==> src/sv/text_console_glyph_renderer_core_macros.svh <==
// assertion macros for the text console glyph renderer
// sampled on clk, disabled while rst_n is low; no other dependencies
`ifndef TEXT_CONSOLE_GLYPH_RENDERER_CORE_MACROS_SVH
`define TEXT_CONSOLE_GLYPH_RENDERER_CORE_MACROS_SVH

`ifndef NO_ASSERTIONS

// condition holds at every edge
`define TCGR_ASSERT_ALWAYS(label, cond, msg) \
  label: assert property (@(posedge clk) disable iff (!rst_n) (cond)) else $error(msg);

// consequent holds in the same cycle as the antecedent
`define TCGR_ASSERT_IMPL(label, ante, cons, msg) \
  label: assert property (@(posedge clk) disable iff (!rst_n) (ante) |-> (cons)) \
    else $error(msg);

// consequent holds in the cycle after the antecedent
`define TCGR_ASSERT_NEXT(label, ante, cons, msg) \
  label: assert property (@(posedge clk) disable iff (!rst_n) (ante) |=> (cons)) \
    else $error(msg);

`else

`define TCGR_ASSERT_ALWAYS(label, cond, msg)
`define TCGR_ASSERT_IMPL(label, ante, cons, msg)
`define TCGR_ASSERT_NEXT(label, ante, cons, msg)

`endif

`endif

==> src/sv/tcgr_pkg.sv <==
// shared types and constants of the text console glyph renderer
// used by every module of the block but tcgr_ram; depends on nothing
package tcgr_pkg;

  // geometry limits and cell shape
  localparam int MAX_COLS    = 256;
  localparam int MAX_ROWS    = 128;
  localparam int TAB_WIDTH   = 4;
  localparam int COL_W       = 8;
  localparam int ROW_W       = 7;
  localparam int LINE_W      = 5;
  localparam logic [LINE_W-1:0] LINE_LAST = 5'd31;

  // font store split into left and right byte halves
  localparam int FONT_ADDR_W    = 14;
  localparam int FONT_HALF_DEPTH = 8192;
  localparam int FONT_HALF_AW   = 13;
  localparam int BYTE_W         = 8;

  // queue between front and back
  localparam int QUEUE_DEPTH = 2;

  // input operations
  localparam logic [1:0] OP_PUT_CHAR = 2'd0;
  localparam logic [1:0] OP_CLEAR    = 2'd1;
  localparam logic [1:0] OP_FONT_WR  = 2'd2;

  // control characters
  localparam logic [7:0] CH_NUL = 8'h00;
  localparam logic [7:0] CH_BS  = 8'h08;
  localparam logic [7:0] CH_TAB = 8'h09;
  localparam logic [7:0] CH_LF  = 8'h0A;
  localparam logic [7:0] CH_CR  = 8'h0D;

  // result commands
  localparam logic [1:0] CMD_GLYPH_ROW   = 2'd0;
  localparam logic [1:0] CMD_FILL_CELL   = 2'd1;
  localparam logic [1:0] CMD_SCROLL      = 2'd2;
  localparam logic [1:0] CMD_FILL_SCREEN = 2'd3;

  // configuration register indexes
  localparam int CFG_INDEX_W = 3;
  localparam int CFG_DATA_W  = 32;
  localparam logic [CFG_INDEX_W-1:0] REG_ENABLE     = 3'd0;
  localparam logic [CFG_INDEX_W-1:0] REG_COLUMNS    = 3'd1;
  localparam logic [CFG_INDEX_W-1:0] REG_TEXT_ROWS  = 3'd2;
  localparam logic [CFG_INDEX_W-1:0] REG_FOREGROUND = 3'd3;
  localparam logic [CFG_INDEX_W-1:0] REG_FILL       = 3'd4;

  typedef struct packed {
    logic [1:0]  op;
    logic [7:0]  char_code;
    logic [13:0] font_address;
    logic [7:0]  font_byte;
  } in_item_t;

  typedef struct packed {
    logic [1:0]  command;
    logic [11:0] pixel_x;
    logic [11:0] pixel_y;
    logic [15:0] row_mask;
    logic [31:0] color;
    logic        last;
  } out_item_t;

  typedef struct packed {
    logic        enable;
    logic [8:0]  columns;
    logic [7:0]  text_rows;
    logic [31:0] foreground_color;
    logic [31:0] fill_color;
  } cfg_t;

  // classified work for the back end
  typedef enum logic [2:0] {
    KIND_FONT_WR,
    KIND_CLEAR,
    KIND_GLYPH,
    KIND_NEWLINE,
    KIND_RETURN,
    KIND_TAB,
    KIND_BACKSPACE
  } kind_t;

  typedef struct packed {
    kind_t       kind;
    logic [7:0]  char_code;
    logic [13:0] font_address;
    logic [7:0]  font_byte;
  } entry_t;

  // back end sequencer
  typedef enum logic [2:0] {
    ST_IDLE,
    ST_STEP,
    ST_WRAP,
    ST_FILL,
    ST_GLYPH,
    ST_SCROLL,
    ST_CLEAR
  } state_t;

endpackage

==> src/sv/tcgr_fifo.sv <==
// short register queue carrying classified transactions from front to back
// depends on tcgr_pkg
module tcgr_fifo (
  input  logic             clk,
  input  logic             rst_n,
  input  logic             push,
  input  tcgr_pkg::entry_t push_entry,
  output logic             full,
  input  logic             pop,
  output tcgr_pkg::entry_t pop_entry,
  output logic             not_empty
);

  localparam int PTR_W = (tcgr_pkg::QUEUE_DEPTH > 1) ? $clog2(tcgr_pkg::QUEUE_DEPTH) : 1;
  localparam int CNT_W = $clog2(tcgr_pkg::QUEUE_DEPTH + 1);

  tcgr_pkg::entry_t entries_r [tcgr_pkg::QUEUE_DEPTH];
  logic [PTR_W-1:0] wr_ptr_r, wr_ptr_nxt;
  logic [PTR_W-1:0] rd_ptr_r, rd_ptr_nxt;
  logic [CNT_W-1:0] count_r, count_nxt;

  // pointer advance with wrap at the queue depth
  always_comb begin
    wr_ptr_nxt = wr_ptr_r;
    rd_ptr_nxt = rd_ptr_r;
    count_nxt  = count_r;
    if (push) begin
      wr_ptr_nxt = (wr_ptr_r == PTR_W'(tcgr_pkg::QUEUE_DEPTH - 1)) ? '0 : wr_ptr_r + 1'b1;
    end
    if (pop) begin
      rd_ptr_nxt = (rd_ptr_r == PTR_W'(tcgr_pkg::QUEUE_DEPTH - 1)) ? '0 : rd_ptr_r + 1'b1;
    end
    case ({push, pop})
      2'b10:   count_nxt = count_r + 1'b1;
      2'b01:   count_nxt = count_r - 1'b1;
      default: count_nxt = count_r;
    endcase
  end

  always_ff @(posedge clk) begin
    if (!rst_n) begin
      wr_ptr_r <= '0;
      rd_ptr_r <= '0;
      count_r  <= '0;
    end else begin
      wr_ptr_r <= wr_ptr_nxt;
      rd_ptr_r <= rd_ptr_nxt;
      count_r  <= count_nxt;
    end
  end

  // entry storage
  always_ff @(posedge clk) begin
    if (push) begin
      entries_r[wr_ptr_r] <= push_entry;
    end
  end

  assign full      = (count_r == CNT_W'(tcgr_pkg::QUEUE_DEPTH));
  assign not_empty = (count_r != '0);
  assign pop_entry = entries_r[rd_ptr_r];

endmodule

==> config.mk <==
export PLATFORM = sky130hd
export DESIGN_NAME = tcgr_fifo
export DESIGN_NICKNAME = d
export VERILOG_FILES = /design/src/sv/text_console_glyph_renderer_core_macros.svh /design/src/sv/tcgr_pkg.sv /design/src/sv/tcgr_fifo.sv
export SDC_FILE = /design/constraint.sdc
export NUM_CORES = 1
export LEC_CHECK = 0
export BUFFER_PORTS_ARGS = -buffer_cell sky130_fd_sc_hd__clkbuf_2
export CAP_MARGIN = 20
export CORE_MARGIN = 4
export CORE_UTILIZATION = 55
export DETAILED_ROUTE_END_ITERATION = 12
export PLACE_DENSITY = 0.86
export SYNTH_ARGS = -nofsm -noshare
export SYNTH_HDL_FRONTEND = slang
export SYNTH_SLANG_ARGS = --single-unit
export TNS_END_PERCENT = 100
==> constraint.sdc <==
create_clock -name clk -period 6.3 [get_ports clk]
set_input_delay 0.63 -clock clk [delete_from_list [all_inputs] [get_ports clk]]
set_output_delay 0.63 -clock clk [all_outputs]
set_load 0.03 [all_outputs]
After elaboration in Yosys (flattened, before gate mapping)
Memory sizes are Yosys's and may differ from the RTL's. A register that Yosys moved wholly into a read port is not among the register bits.
Cells that the tools add are included.
- word-level logic and storage cells: 20
- ROM bits: 0
- input bits: 37
- register bits: 4
- bits in latches: 0
- bits in writable memories: 66
- memories: 1
- output and inout port bits: 35
- memory list (memory ; words ; bits a word ; rd ports ; clocked after Yosys merged registers in ; wr ports ; RTL line ; text):
    entries_r ; 2 ; 33 ; 1 ; 1 ; 1 ; tcgr_fifo.sv:17 ; tcgr_pkg::entry_t entries_r [tcgr_pkg::QUEUE_DEPTH];
- $lt $le $gt $ge: 0
- shift operators: 0
- eq/ne operators: 3
- $add $sub $neg: 4
- divide/modulo/power cells: 0
- reductions and logical operators: 2
- bitwise gates (word level): 0
- muxes and demuxes: 7
- multiply operators: 0
- operators by type and width (operator ; number):
    $mux 1 ; 6
    $eq 2x2->1 const B ; 2
    $pmux 2 s2 ; 1
    $reduce_bool 2->1 ; 2
    $add 1x1->1 const B ; 2
    $add 2x1->2 const B ; 1
    $eq 2x1->1 const B ; 1
    $sub 2x1->2 const B ; 1

Longest topological paths before layout
- word-level depth: 4
- depth in mapped cells: 5
- gate-level depth less buffers: 5

Least setup slack after synthesis
Ideal clock, no wire load.
- path type: input-to-reg
- from: in push
- to: mem entries_r[0][0] in the netlist's numbering, enable pin
- cell stages on the path: 2
- setup slack: 3.768 ns
- arrival: 2.107 ns
- buffers on the path: 0
- setup time: 0.425 ns
- path through: inv_1 nor2_1
- word-level cells in the longest chain between the ends: 2
- ends and longest elaborated chain (item ; RTL line ; text):
    start, declared ; tcgr_fifo.sv:6 ; input logic push,
    $mux 1 ; tcgr_fifo.sv:54 ; if (push) begin
    $mux 1 (implied by the code) ; tcgr_fifo.sv:55 ; entries_r[wr_ptr_r] <= push_entry;
    end, declared ; tcgr_fifo.sv:17 ;
Every way passes these cells.

==> flow_summary.toml <==
[power_and_ir_drop]
ir_drop_mv = 0.175
internal_power_uw = 733
power_frac_seq = 0.560
switchingPower_uw = 250
clockPowerShare = 0.292
p_total_uw = 984
powerDensity_nw_per_um2 = 310
p_sw_frac = 0.255
leakagePower_uw = 0.00122
p_comb_frac = 0.148

[clock_tree]
htreeDepth = 3
cts_root_buf = "clkbuf_8"
cts_max_path_buffers = 2
cts_setup_buffers = 0
clkSlewWorstSetupHoldPaths_ns = 0.07
hold_buffers = 0
clk_latency_ns = 0.32
clkSinkCount = 71
ctsResizeCount = 0
cts_buffers = 9
cts_tree = "yes"

[worst_setup_path]
timing.rr.start = "wr_ptr_r"
ff2ff_setup_slack_ns = 4.80
crit_path_max_fanout = 33
reg2reg_to = "entries_r[0][13]"
critical_path_class = "flop to primary output"
crit_path_start_kind = "flop"
cp.arrival_ns = 1.60
endpoint = "pop_entry[16]"
cp_data_required_time_ns = 5.67
rr_worst_depth = 1
end_kind = "primary output"

[final_layout]
fin_util = 0.713
antenna-diode-count = 0
num-nets-final = 243
nFillCells = 306
drive_gt1_frac = 0.571
syn_to_final_growth_pct = 22.3

[floorplanning]
core_um2 = 4440
num_rows = 24
initial_utilization = 0.583
die-area_um2 = 5880
pin_count = 72
die_x_um = 76.7
die_h_um = 76.7

[yosys]
ys_warn_count = 0
ys_seq_area_frac = 0.803
synthDominantCellAreaShare = 0.764
synth_cell_types = 17
synth_area_leader_cell = "edfxtp_1"
synth_nets = 163
syn-instance-count = 125
ys_ff_latch = 71
synthTopCellsByArea = "edfxtp_1, mux2_2, dfxtp_1"
syn_area_um2 = 2590
syn_area_per_cell_um2 = 20.7

[routing]
dr.first_iter.drc_count = 71
viasPerCell = 5.12
routed-via-count = 1341
antenna_left = 0
wl_per_cell_um = 16.9
drt_pass1_iterations = 4
wl_mm = 4.43
drcViolationCount = 0

[min_path]
hold_class = "input pin to flop"

[sta]
setup_violations = 0
hold_violations = 0
fin_crit_sh = 0.354
timing.fmax_mhz = 448
tns_ns = 0
slew_viol_final = 0
tightest_slew_ns = 0.970
rsz0062_at_grt = "false"
slew_headroom = 0.352
finalCriticalPeriod_ns = 2.23
hold_slack_ns = 0.490
skew_ns = 0.00558

[global_routing]
first_global_vias = 1485
antenna_found_initial = 0
grt_pass1_wl_mm = 7.16
overflow = 0
track_usage = 0.162
grt_max_degree = 35

[placed_design]
place.gp.congestion = 0.674
dpl.hpwl_mm = 3.00
port_buffers = 71

[run_status]
outcome = "completed"

[run]
max_cap_violations = 0
-- state kept, by name (all words and copies together), names as in the netlist, named ones only --
name / count
entries_r: 66
wr_ptr_r: 1
count_r: 2
rd_ptr_r: 1
-- power by group through the flow --
stage,Sequential (uW),Combinational [uW],Clock [uW]
2_1_floorplan,559,102,0
3_3_place_gp,559,142,0
3_5_place_dp,562,147,0
4_1_cts,552,148,292
5_1_grt,554,156,315
6_report,551,146,287
-- cell families (layout without fill, tap and decap cells) --
| group | count (synthesis) | in the layout | share of synthesized area |
|---|---|---|---|
| xor gates and xnor gates | 3 | 3 | 0.0101 |
| and+or+nand+nor | 9 | 9 | 0.0217 |
| AOI/OAI and AO/OA | 3 | 3 | 0.00772 |
| muxes | 33 | 33 | 0.143 |
| DFF | 71 | 71 | 0.803 |
| adders and majority gates | 1 | 1 | 0.00483 |
| buffers and inverters | 5 | 90 | 0.00917 |
-- metrics by stage --
stage               cell area [um^2]  std cells  worst slack [ns]
global placement                3020        246              4.41
finish                          3170        262              4.07
floorplan                       2590        125              3.77
detailed placement              3020        246              4.29
global route                    3170        262              3.98
CTS                             3170        262              4.04
-- layer usage --
metal | part of all wire | vias to the layer above | track usage
met2 | 0.53 | 45 | 0.272
met4 | 0.013 | 0 | 0.0779
met1 | 0.41 | 644 | 0.185
met3 | 0.052 | 6 | 0.0585
li1 | - | 646 | -
met5 | 0 | - | 0
-- layout make-up --
class                   instances  area [um^2]  area share
clock buffers                  10          128      0.0403
clock inverters                 6         27.5     0.00868
repair buffers                 73          370       0.117
multi-input cells              49          494       0.156
well taps                      52         65.1      0.0205
inverters                       1         3.75     0.00118
flip-flops and latches         71         2080       0.657
-- Yosys cell counts, drive strengths merged --
master and instances:
edfxtp 66, mux2 33, dfxtp 5, and2 4, buf 4, xnor2 2
a21boi 1, and2b 1, ha 1, inv 1, nor2 1, nor2b 1
o21a 1, o21ai 1, or2 1, or3 1, xor2 1
-- cells in the final DEF (no fill, tap or decap), drive strengths merged, types with 2 or more instances in the layout --
cell type / Yosys / layout
and2: 4 / 4
buf: 4 / 2
clkbuf: 0 / 81
clkinv: 0 / 5
dfxtp: 5 / 5
edfxtp: 66 / 66
mux2: 33 / 33
xnor2: 2 / 2
-- worst max-delay path: stages (launching register included) --
cell and delay, ns:
dfxtp_1 0.31, buf_4 0.38, mux2_2 0.40, clkbuf_2 0.18
-- worst min-delay path by stage --
stage | from | endpoint | slack (ns) | cells past startpoint
final | push_entry[3] | entries_r[0][3] | 0.49 | 1
after global routing | push_entry[0] | entries_r[0][0] | 0.47 | 1
after CTS | push_entry[2] | entries_r[1][2] | 0.48 | 1
after detailed placement | count_r[1] | count_r[1] | 0.51 | 2
after global placement | count_r[1] | count_r[1] | 0.47 | 2
after floorplan | count_r[1] | count_r[1] | 0.46 | 2
Note: power is estimated with default switching activity, not from simulation.
