$ cat config.mk
export PLATFORM = sky130hd
export DESIGN_NAME = tcgr_front
export DESIGN_NICKNAME = d
export VERILOG_FILES = /design/src/sv/text_console_glyph_renderer_core_macros.svh /design/src/sv/tcgr_pkg.sv /design/src/sv/tcgr_front.sv
export SDC_FILE = /design/constraint.sdc
export NUM_CORES = 1
export LEC_CHECK = 0
export ABC_CLOCK_PERIOD_IN_PS = 2400
export BUFFER_PORTS_ARGS = -buffer_cell sky130_fd_sc_hd__buf_2
export CAP_MARGIN = 20
export CORE_MARGIN = 5
export CORE_UTILIZATION = 26
export DETAILED_ROUTE_END_ITERATION = 7
export GPL_ROUTABILITY_DRIVEN = 0
export PLACE_DENSITY = 0.9
export SYNTH_ARGS = -nofsm -noshare
export SYNTH_HDL_FRONTEND = slang
export SYNTH_SLANG_ARGS = --single-unit
export TNS_END_PERCENT = 1
$ cat constraint.sdc
create_clock -name vclk -period 2.4
set_clock_uncertainty 0.2 [all_clocks]
set_input_delay 0.36 -clock vclk [all_inputs]
set_output_delay 0.36 -clock vclk [all_outputs]
set_load 0.02 [all_outputs]
$ cat src/sv/text_console_glyph_renderer_core_macros.svh
// assertion macros for the text console glyph renderer
// sampled on clk, disabled while rst_n is low; no other dependencies
`ifndef TEXT_CONSOLE_GLYPH_RENDERER_CORE_MACROS_SVH
`define TEXT_CONSOLE_GLYPH_RENDERER_CORE_MACROS_SVH

`ifndef NO_ASSERTIONS

// condition holds at every edge
`define TCGR_ASSERT_ALWAYS(label, cond, msg) \
  label: assert property (@(posedge clk) disable iff (!rst_n) (cond)) else $error(msg);

// consequent holds in the same cycle as the antecedent
`define TCGR_ASSERT_IMPL(label, ante, cons, msg) \
  label: assert property (@(posedge clk) disable iff (!rst_n) (ante) |-> (cons)) \
    else $error(msg);

// consequent holds in the cycle after the antecedent
`define TCGR_ASSERT_NEXT(label, ante, cons, msg) \
  label: assert property (@(posedge clk) disable iff (!rst_n) (ante) |=> (cons)) \
    else $error(msg);

`else

`define TCGR_ASSERT_ALWAYS(label, cond, msg)
`define TCGR_ASSERT_IMPL(label, ante, cons, msg)
`define TCGR_ASSERT_NEXT(label, ante, cons, msg)

`endif

`endif

$ cat src/sv/tcgr_pkg.sv
// shared types and constants of the text console glyph renderer
// used by every module of the block but tcgr_ram; depends on nothing
package tcgr_pkg;

  // geometry limits and cell shape
  localparam int MAX_COLS    = 256;
  localparam int MAX_ROWS    = 128;
  localparam int TAB_WIDTH   = 4;
  localparam int COL_W       = 8;
  localparam int ROW_W       = 7;
  localparam int LINE_W      = 5;
  localparam logic [LINE_W-1:0] LINE_LAST = 5'd31;

  // font store split into left and right byte halves
  localparam int FONT_ADDR_W    = 14;
  localparam int FONT_HALF_DEPTH = 8192;
  localparam int FONT_HALF_AW   = 13;
  localparam int BYTE_W         = 8;

  // queue between front and back
  localparam int QUEUE_DEPTH = 2;

  // input operations
  localparam logic [1:0] OP_PUT_CHAR = 2'd0;
  localparam logic [1:0] OP_CLEAR    = 2'd1;
  localparam logic [1:0] OP_FONT_WR  = 2'd2;

  // control characters
  localparam logic [7:0] CH_NUL = 8'h00;
  localparam logic [7:0] CH_BS  = 8'h08;
  localparam logic [7:0] CH_TAB = 8'h09;
  localparam logic [7:0] CH_LF  = 8'h0A;
  localparam logic [7:0] CH_CR  = 8'h0D;

  // result commands
  localparam logic [1:0] CMD_GLYPH_ROW   = 2'd0;
  localparam logic [1:0] CMD_FILL_CELL   = 2'd1;
  localparam logic [1:0] CMD_SCROLL      = 2'd2;
  localparam logic [1:0] CMD_FILL_SCREEN = 2'd3;

  // configuration register indexes
  localparam int CFG_INDEX_W = 3;
  localparam int CFG_DATA_W  = 32;
  localparam logic [CFG_INDEX_W-1:0] REG_ENABLE     = 3'd0;
  localparam logic [CFG_INDEX_W-1:0] REG_COLUMNS    = 3'd1;
  localparam logic [CFG_INDEX_W-1:0] REG_TEXT_ROWS  = 3'd2;
  localparam logic [CFG_INDEX_W-1:0] REG_FOREGROUND = 3'd3;
  localparam logic [CFG_INDEX_W-1:0] REG_FILL       = 3'd4;

  typedef struct packed {
    logic [1:0]  op;
    logic [7:0]  char_code;
    logic [13:0] font_address;
    logic [7:0]  font_byte;
  } in_item_t;

  typedef struct packed {
    logic [1:0]  command;
    logic [11:0] pixel_x;
    logic [11:0] pixel_y;
    logic [15:0] row_mask;
    logic [31:0] color;
    logic        last;
  } out_item_t;

  typedef struct packed {
    logic        enable;
    logic [8:0]  columns;
    logic [7:0]  text_rows;
    logic [31:0] foreground_color;
    logic [31:0] fill_color;
  } cfg_t;

  // classified work for the back end
  typedef enum logic [2:0] {
    KIND_FONT_WR,
    KIND_CLEAR,
    KIND_GLYPH,
    KIND_NEWLINE,
    KIND_RETURN,
    KIND_TAB,
    KIND_BACKSPACE
  } kind_t;

  typedef struct packed {
    kind_t       kind;
    logic [7:0]  char_code;
    logic [13:0] font_address;
    logic [7:0]  font_byte;
  } entry_t;

  // back end sequencer
  typedef enum logic [2:0] {
    ST_IDLE,
    ST_STEP,
    ST_WRAP,
    ST_FILL,
    ST_GLYPH,
    ST_SCROLL,
    ST_CLEAR
  } state_t;

endpackage

$ cat src/sv/tcgr_front.sv
// front end: accepts input transactions and sorts them into work kinds
// depends on tcgr_pkg; feeds tcgr_fifo
module tcgr_front (
  input  logic               in_valid,
  output logic               in_ready,
  input  tcgr_pkg::in_item_t in_data,
  input  logic               enable,
  input  logic               q_full,
  output logic               q_push,
  output tcgr_pkg::entry_t   q_entry
);

  logic            keep;
  tcgr_pkg::kind_t kind;

  // classify by operation and character code; dropped items still handshake
  always_comb begin
    keep = 1'b0;
    kind = tcgr_pkg::KIND_GLYPH;
    unique case (in_data.op)
      tcgr_pkg::OP_FONT_WR: begin
        keep = 1'b1;
        kind = tcgr_pkg::KIND_FONT_WR;
      end
      tcgr_pkg::OP_CLEAR: begin
        keep = enable;
        kind = tcgr_pkg::KIND_CLEAR;
      end
      tcgr_pkg::OP_PUT_CHAR: begin
        keep = enable;
        unique case (in_data.char_code)
          tcgr_pkg::CH_NUL: keep = 1'b0;
          tcgr_pkg::CH_LF:  kind = tcgr_pkg::KIND_NEWLINE;
          tcgr_pkg::CH_CR:  kind = tcgr_pkg::KIND_RETURN;
          tcgr_pkg::CH_TAB: kind = tcgr_pkg::KIND_TAB;
          tcgr_pkg::CH_BS:  kind = tcgr_pkg::KIND_BACKSPACE;
          default:          kind = tcgr_pkg::KIND_GLYPH;
        endcase
      end
      default: keep = 1'b0;
    endcase
  end

  assign in_ready             = !q_full;
  assign q_push               = in_valid && !q_full && keep;
  assign q_entry.kind         = kind;
  assign q_entry.char_code    = in_data.char_code;
  assign q_entry.font_address = in_data.font_address;
  assign q_entry.font_byte    = in_data.font_byte;

endmodule

After elaboration in Yosys (flattened, before gate mapping)
Cells that the tools add are included.
- bits in registers: 0
- input port bits: 35
- output and inout port bits: 35
- logic and storage cells: 15
- eq/ne operators: 6
- muxes and demuxes: 4
- reduce and logical (&&, ||, !) cells: 5
- operators with widths (cell ; count):
    8-bit by 4-bit equality test with 1-bit output (second input constant) ; 4
    3-bit one-hot mux with 4 select lines ; 1
    3-bit one-hot mux with 3 select lines ; 1
    8-bit zero test ; 1
    1-bit one-hot mux with 3 select lines ; 1
    2-bit by 1-bit equality test with 1-bit output (second input constant) ; 1
    2-bit equality test (second input constant) ; 1
    1-bit logical AND ; 2
    2-bit zero test ; 1
    1-bit zero test ; 1
    1-bit 2-to-1 mux ; 1

Longest topological paths before layout
Gate-level depths: netlist (run 1).
- depth in word-level cells: 4
- gate-level depth with buffers: 3
- gate-level depth less buffers: 3

Worst setup path before layout (run 1)
Ideal clock, no wire load.
- path kind: input to output
- from: input in_data[27] (netlist name)
- to: output q_entry[30] (netlist name)
- arrival time: 1.729 ns
- required time: 1.840 ns
- setup slack: 0.111 ns
- stages on the path: 3
- buffers on the path: 0
- path through: or4_4 or4b_1 a21oi_1
- RTL lines (element ; RTL line ; text):
    start: declaration ; tcgr_front.sv:6 ; input tcgr_pkg::in_item_t in_data,
    end: declaration ; tcgr_front.sv:10 ; output tcgr_pkg::entry_t q_entry

==> results of run 1 <==
-- stage by stage --
step / util [%] / TNS (ps) / setup WS [ps]
after floorplan: - / 0 / 111
after global placement: 20.6 / 0 / 58.6
after detailed placement: 20.6 / 0 / 41.9
after CTS: 20.6 / 0 / 41.9
after global routing: 20.8 / -22.3 / -22.3
final: 20.8 / 0 / 53.1
-- cells in the final DEF, fill, tap and decap left out --
cell type / instances
xnor2_1: 1
or4_4: 1
nor3_1: 1
buf_4: 1
and3_1: 1
mux2i_1: 1
nand2b_1: 1
o21ai_0: 1
inv_1: 3
nor4_1: 1
or4b_1: 1
a2111oi_0: 1
nor2_1: 1
a21oi_1: 1
nand3b_1: 1
nand2_1: 2
buf_2: 25
-- power breakdown --
group,internal [uW],switching (uW),total (uW),leakage [uW]
sequential,0,0,0,0
combinational,20.7,29.1,49.8,0.000157
clock,0,0,0,0
total,20.7,29.1,49.8,0.000157
-- per-layer routing --
layer / wire, um / up-vias / part of all wire, % / global-route usage, %
met3: 162 / 6 / 25 / 2.77
li1: - / 119 / - / -
met2: 291 / 34 / 44 / 11.0
met5: 0 / - / 0 / 0
met1: 188 / 101 / 29 / 4.37
met4: 16 / 0 / 2.4 / 2.27
-- logic make-up (layout without fill, tap and decap cells) --
logic type | Yosys count | count (layout) | share of synthesized area [%]
multiplexers | 1 | 1 | 2.96
AO/OA/AOI/OAI | 3 | 3 | 5.55
buffers and inverters | 33 | 29 | 70.0
AND/OR/NAND/NOR | 10 | 10 | 18.9
XOR/XNOR | 1 | 1 | 2.59
-- worst max-delay path, delay by kind of cell --
family / cells / cell delay (ps)
AOI/OAI and AO/OA: 1 / 160
and+or+nand+nor: 2 / 1010
buffers and inverters: 2 / 260
-- worst max path at each step --
stage                  end  slack [ps]
2_1_floorplan  q_entry[30]         110
3_3_place_gp   q_entry[30]          60
3_5_place_dp   q_entry[30]          40
4_1_cts        q_entry[30]          40
5_1_grt        q_entry[30]         -20
6_report       q_entry[30]          50
-- cell type report --
cell class,count,share of cell area (%)
Tap cell,15,7.11
Inverter,3,4.27
Multi-Input combinational cell,15,38.4
Timing Repair Buffer,26,50.2
-- what timing repair did --
action | in CTS | in global routing
resized for setup | 0 | 1
buffers inserted | 0 | 0
endpoints found under the setup margin | 0 | 1
==> reports/qor.yml, run 1 <==
max_freq_mhz: 426
yosys-top-cells-area: "buf_4 (67%), inv_1 (3.3%), or4_4 (3.3%), mux2i_1 (3.0%), or4b_1 (3.0%)"
syn_nets: 83
cts_hold_buf: 0
antenna_found_initial: 0
ir_worst_vdd_uv: 38.8
layout.area.seq_sq_um: 0
drt-vias-per-instance: 4.41
hold_depth: 0
whs_endpoint: "q_entry[13]"
wirelength_um: 658
maxSlewViolCount: 0
slowest_stage: "or4_4"
postSynthCellCount: 48
grt.total_usage_pct: 5.54
yosys_warnings: 0
max_stage_delay_ps: 540
end_kind: "output port"
vias: 260
outcome: "completed"
max-cap-violations: 0
grt_start_max_net_pins: 6
hp-start: "in_data[13]"
path_class: "in2out"
crit_start: "in_data[27]"
syn_area_sq_um: 338
start_util_pct: 26.6
placed_area_sq_um: 262
nNetsFinal: 81
io_pins: 70
nFillCells: 151
yosys.area.top_type_share_pct: 66.7
syn_area_per_cell_sq_um: 7.04
min_period_ps: 2350
clock_buffers: 0
drt-pass1-iter-count: 1
synth_cell_types: 16
core-area_sq_mm: 0.00127
yosysSeqAreaShare_pct: 0
crit_chain: "buf_2 > or4_4 > or4b_1 > a21oi_1 > buf_4"
ys_top_cells_by_count: "buf_4 (30), inv_1 (3), nand2_1 (2)"
dieArea_sq_mm: 0.00212
hold_slack_ps: 520
yosys.area.top_type: "buf_4"
worst_slew_pin_slew_ps: 376
setup_violations: 0
num_rows: 13
hold_class: "in2out"
stdcell_count: 59
drc: 0
seq_cell_count: 0
synth_most_common_cell: "buf_4"
path_max_fanout: 3
drive_above_1_share_pct: 61.4
wl_per_cell_um: 11.2
n_antenna_cell: 0
p_total_uw: 49.8
critPathRequiredTime_ps: 1840
die_w_um: 46.0
power_leakage_uw: 0.000157
power_density_mw_per_mm2: 189
hpwlAfterDp_um: 592
cp_data_arrival_time_ps: 1790
gr-total-overflow: 0
start_kind: "primary input"
syn_to_final_growth_pct: -21.9
place_inst: 59
die_y_um: 46.0
slew_headroom_pct: 74.7
post-route-period-util_pct: 97.8
drt_iter0_markers: 0
hold_violations: 0
finalInstanceArea_sq_um: 264
grt_pass1_vias: 227
io_buffer_count: 26
multi_input_area_sq_um: 101
grt_pass1_wl_um: 917
ant_nets: 0
Power figures use the tool's default switching activity.
==> run 2: changes to the inputs <==
--- a/config.mk
+++ b/config.mk
@@ -5,14 +5,16 @@
 export SDC_FILE = /design/constraint.sdc
 export NUM_CORES = 1
 export LEC_CHECK = 0
+export ABC_AREA = 1
 export ABC_CLOCK_PERIOD_IN_PS = 2400
 export BUFFER_PORTS_ARGS = -buffer_cell sky130_fd_sc_hd__buf_2
 export CAP_MARGIN = 20
+export CORE_ASPECT_RATIO = 1.1
 export CORE_MARGIN = 5
-export CORE_UTILIZATION = 26
+export CORE_UTILIZATION = 29
 export DETAILED_ROUTE_END_ITERATION = 7
 export GPL_ROUTABILITY_DRIVEN = 0
-export PLACE_DENSITY = 0.9
+export PLACE_DENSITY = 0.89
 export SYNTH_ARGS = -nofsm -noshare
 export SYNTH_HDL_FRONTEND = slang
 export SYNTH_SLANG_ARGS = --single-unit
==> run 2 against run 1 <==
  * Sequential share of layout area stayed put
  * Non-clock buffer count did not move
  * Maximum frequency grew 37%
  * Area after synthesis up 24%
  * Die area grew 9.0%
  * Core utilization up 4.5 points
  * Wire length up 23%
  * Count of clock-buffer cells in the layout did not move
  * Via count rose by 32%
==> reports/qor.yml, run 2 <==
die_w_um: 46.3  # +0.55%
rsz0062_at_grt: "false"
ctsResizeCount: 0  # unchanged
synth_most_common_cell: "buf_4"
post-route-period-util_pct: 71.3  # -27 points
hold_class: "in2out"
p_sw_uw: 36.8  # +26%
outcome: "completed"
n_antenna_cell: 0  # unchanged
max_stage_delay_ps: 160  # -380 ps
core-area_sq_mm: 0.00137  # +7.7%
drt_iter0_markers: 7  # +7
yosys-top-cells-area: "buf_4 (54%), nand2_1 (14%), inv_1 (8.9%), nor2_1 (6.3%), nand2_2 (6.0%)"
hold_violations: 0  # unchanged
max-cap-violations: 0  # unchanged
layout_common_cells: "buf_2 (26), nand2_1 (16), inv_1 (10)"
setup-tns-final_ps: 0  # unchanged
start_kind: "primary input"
grt.total_usage_pct: 6.38  # +0.83 points
power_frac_comb_pct: 100.0  # about the same
stdcell_count: 87  # +47%
fin_util_pct: 25.3  # +4.5 points
maxSlewViolCount: 0  # unchanged
slowest_stage: "nor2_4"
clockPowerShare_pct: 0  # unchanged
final_common_cell: "buf_2"
end_kind: "output port"
power_leakage_uw: 0.000235  # +49%
power_density_mw_per_mm2: 168  # -11%
drc: 0  # unchanged
grt_pass1_vias: 301  # +33%
synth_cell_types: 12  # -4
nNetsFinal: 108  # +33%
vias: 343  # +32%
hold_depth: 0  # unchanged
yosys_warnings: 0  # unchanged
hpwlAfterDp_um: 736  # +24%
postCtsSetupBuffers: 0  # unchanged
syn_area_per_cell_sq_um: 5.61  # -20%
min_period_ps: 1710  # -637 ps
grt_start_max_net_pins: 7  # +1
dieArea_sq_mm: 0.00231  # +9.0%
place_inst: 87  # +47%
die_y_um: 49.9  # +8.4%
critPathRequiredTime_ps: 1840  # about the same
layout.area.seq_sq_um: 0  # unchanged
syn_nets: 110  # +33%
yosysSeqAreaShare_pct: 0  # unchanged
critPathTopFamily: "buffers and inverters"
grt_pass1_wl_mm: 1.19  # +30%
p_seq_share_pct: 0  # unchanged
whs_endpoint: "q_entry[0]"
antenna_found_initial: 0  # unchanged
wirelength_um: 807  # +23%
wl_per_cell_um: 9.28  # -17%
crit_chain: "buf_2 > inv_1 > nand2_2 > nor2_4 > inv_1 > o21ai_1 > nand2_1 > buf_2"
start_util_pct: 30.8  # +4.1 points
path_class: "in2out"
io_buffer_count: 26  # unchanged
yosys.area.top_type: "buf_4"
io_pins: 70  # unchanged
ys_top_cells_by_count: "buf_4 (30), nand2_1 (16), inv_1 (10), nor2_1 (7), nand2_2 (4)"
crit_buf_inv: 4  # +2
ant_nets: 0  # unchanged
max_freq_mhz: 585  # +37%
clock_buffers: 0  # unchanged
syn_area_sq_um: 420  # +24%
slew_headroom_pct: 81.7  # +7.0 points
p_sw_share_pct: 63.3  # +4.8 points
drt-vias-per-instance: 3.94  # -11%
worst_slew_pin_slew_ps: 273  # -102 ps
drt-pass1-iter-count: 6  # +5
p_int_uw: 21.3  # +3.0%
setup_violations: 0  # unchanged
ir_worst_vdd_uv: 41.4  # +6.7%
gr-total-overflow: 0  # unchanged
path_max_fanout: 6  # +3
cp_data_arrival_time_ps: 1150  # -640 ps
cts_hold_buf: 0  # unchanged
hp-start: "in_data[0]"
syn_to_final_growth_pct: -17.9
drive_above_1_share_pct: 46.5  # -15 points
seq_cell_count: 0  # unchanged
nFillCells: 168  # +11%
yosys.area.top_type_share_pct: 53.6  # -13 points
num_rows: 14  # +1
postSynthCellCount: 75  # +56%
==> run 2: per-layer routing <==
layer | vias to the layer above | GRT usage [%] | wire length [um]
met5 | - | 0 | 0
met4 | 0 | 3.79 | 21
met3 | 8 | 2.18 | 143
met2 | 20 | 10.1 | 336
met1 | 133 | 7.02 | 305
li1 | 182 | - | -
==> run 2: cell type report <==
type | count | area (sq um) | share of cell area (%)
Inverter | 11 | 41.3 | 12.0
Multi-Input combinational cell | 34 | 154 | 44.6
Tap cell | 16 | 20.0 | 5.80
Timing Repair Buffer | 26 | 130 | 37.7
==> run 2: worst max-delay path by stage <==
stage | start | end | slack (ps) | cells after the start
floorplan | in_data[31] | q_push | 890 | 5
global placement | in_data[27] | q_entry[31] | 700 | 8
detailed placement | in_data[27] | q_entry[31] | 690 | 8
CTS | in_data[27] | q_entry[31] | 680 | 8
global route | in_data[23] | q_entry[30] | 590 | 9
finish | in_data[27] | q_entry[31] | 690 | 8
==> run 2: power by group through the flow <==
stage	logic (uW)	registers (uW)	clock network [uW]
finish	58.1	0	0
global route	64.5	0	0
CTS	59.1	0	0
detailed placement	58.9	0	0
global placement	58.2	0	0
floorplan	94.8	0	0
==> run 2: stage by stage <==
| stage | hold WS (ps) | setup WS, ps | instance area [sq um] | power (uW) |
|---|---|---|---|---|
| 5_1_grt | 520 | 591 | 345 | 64.5 |
| 3_5_place_dp | 520 | 689 | 345 | 58.9 |
| 4_1_cts | 520 | 683 | 345 | 59.1 |
| 6_report | 520 | 690 | 345 | 58.1 |
| 2_1_floorplan | 597 | 891 | 420 | 94.8 |
| 3_3_place_gp | 520 | 704 | 345 | 58.2 |
==> run 2: cells by family after synthesis <==
logic type             share of synthesized area [%]
AO/OA/AOI/OAI                                   3.57
buffers and inverters                           63.4
AND/OR/NAND/NOR                                 33.0
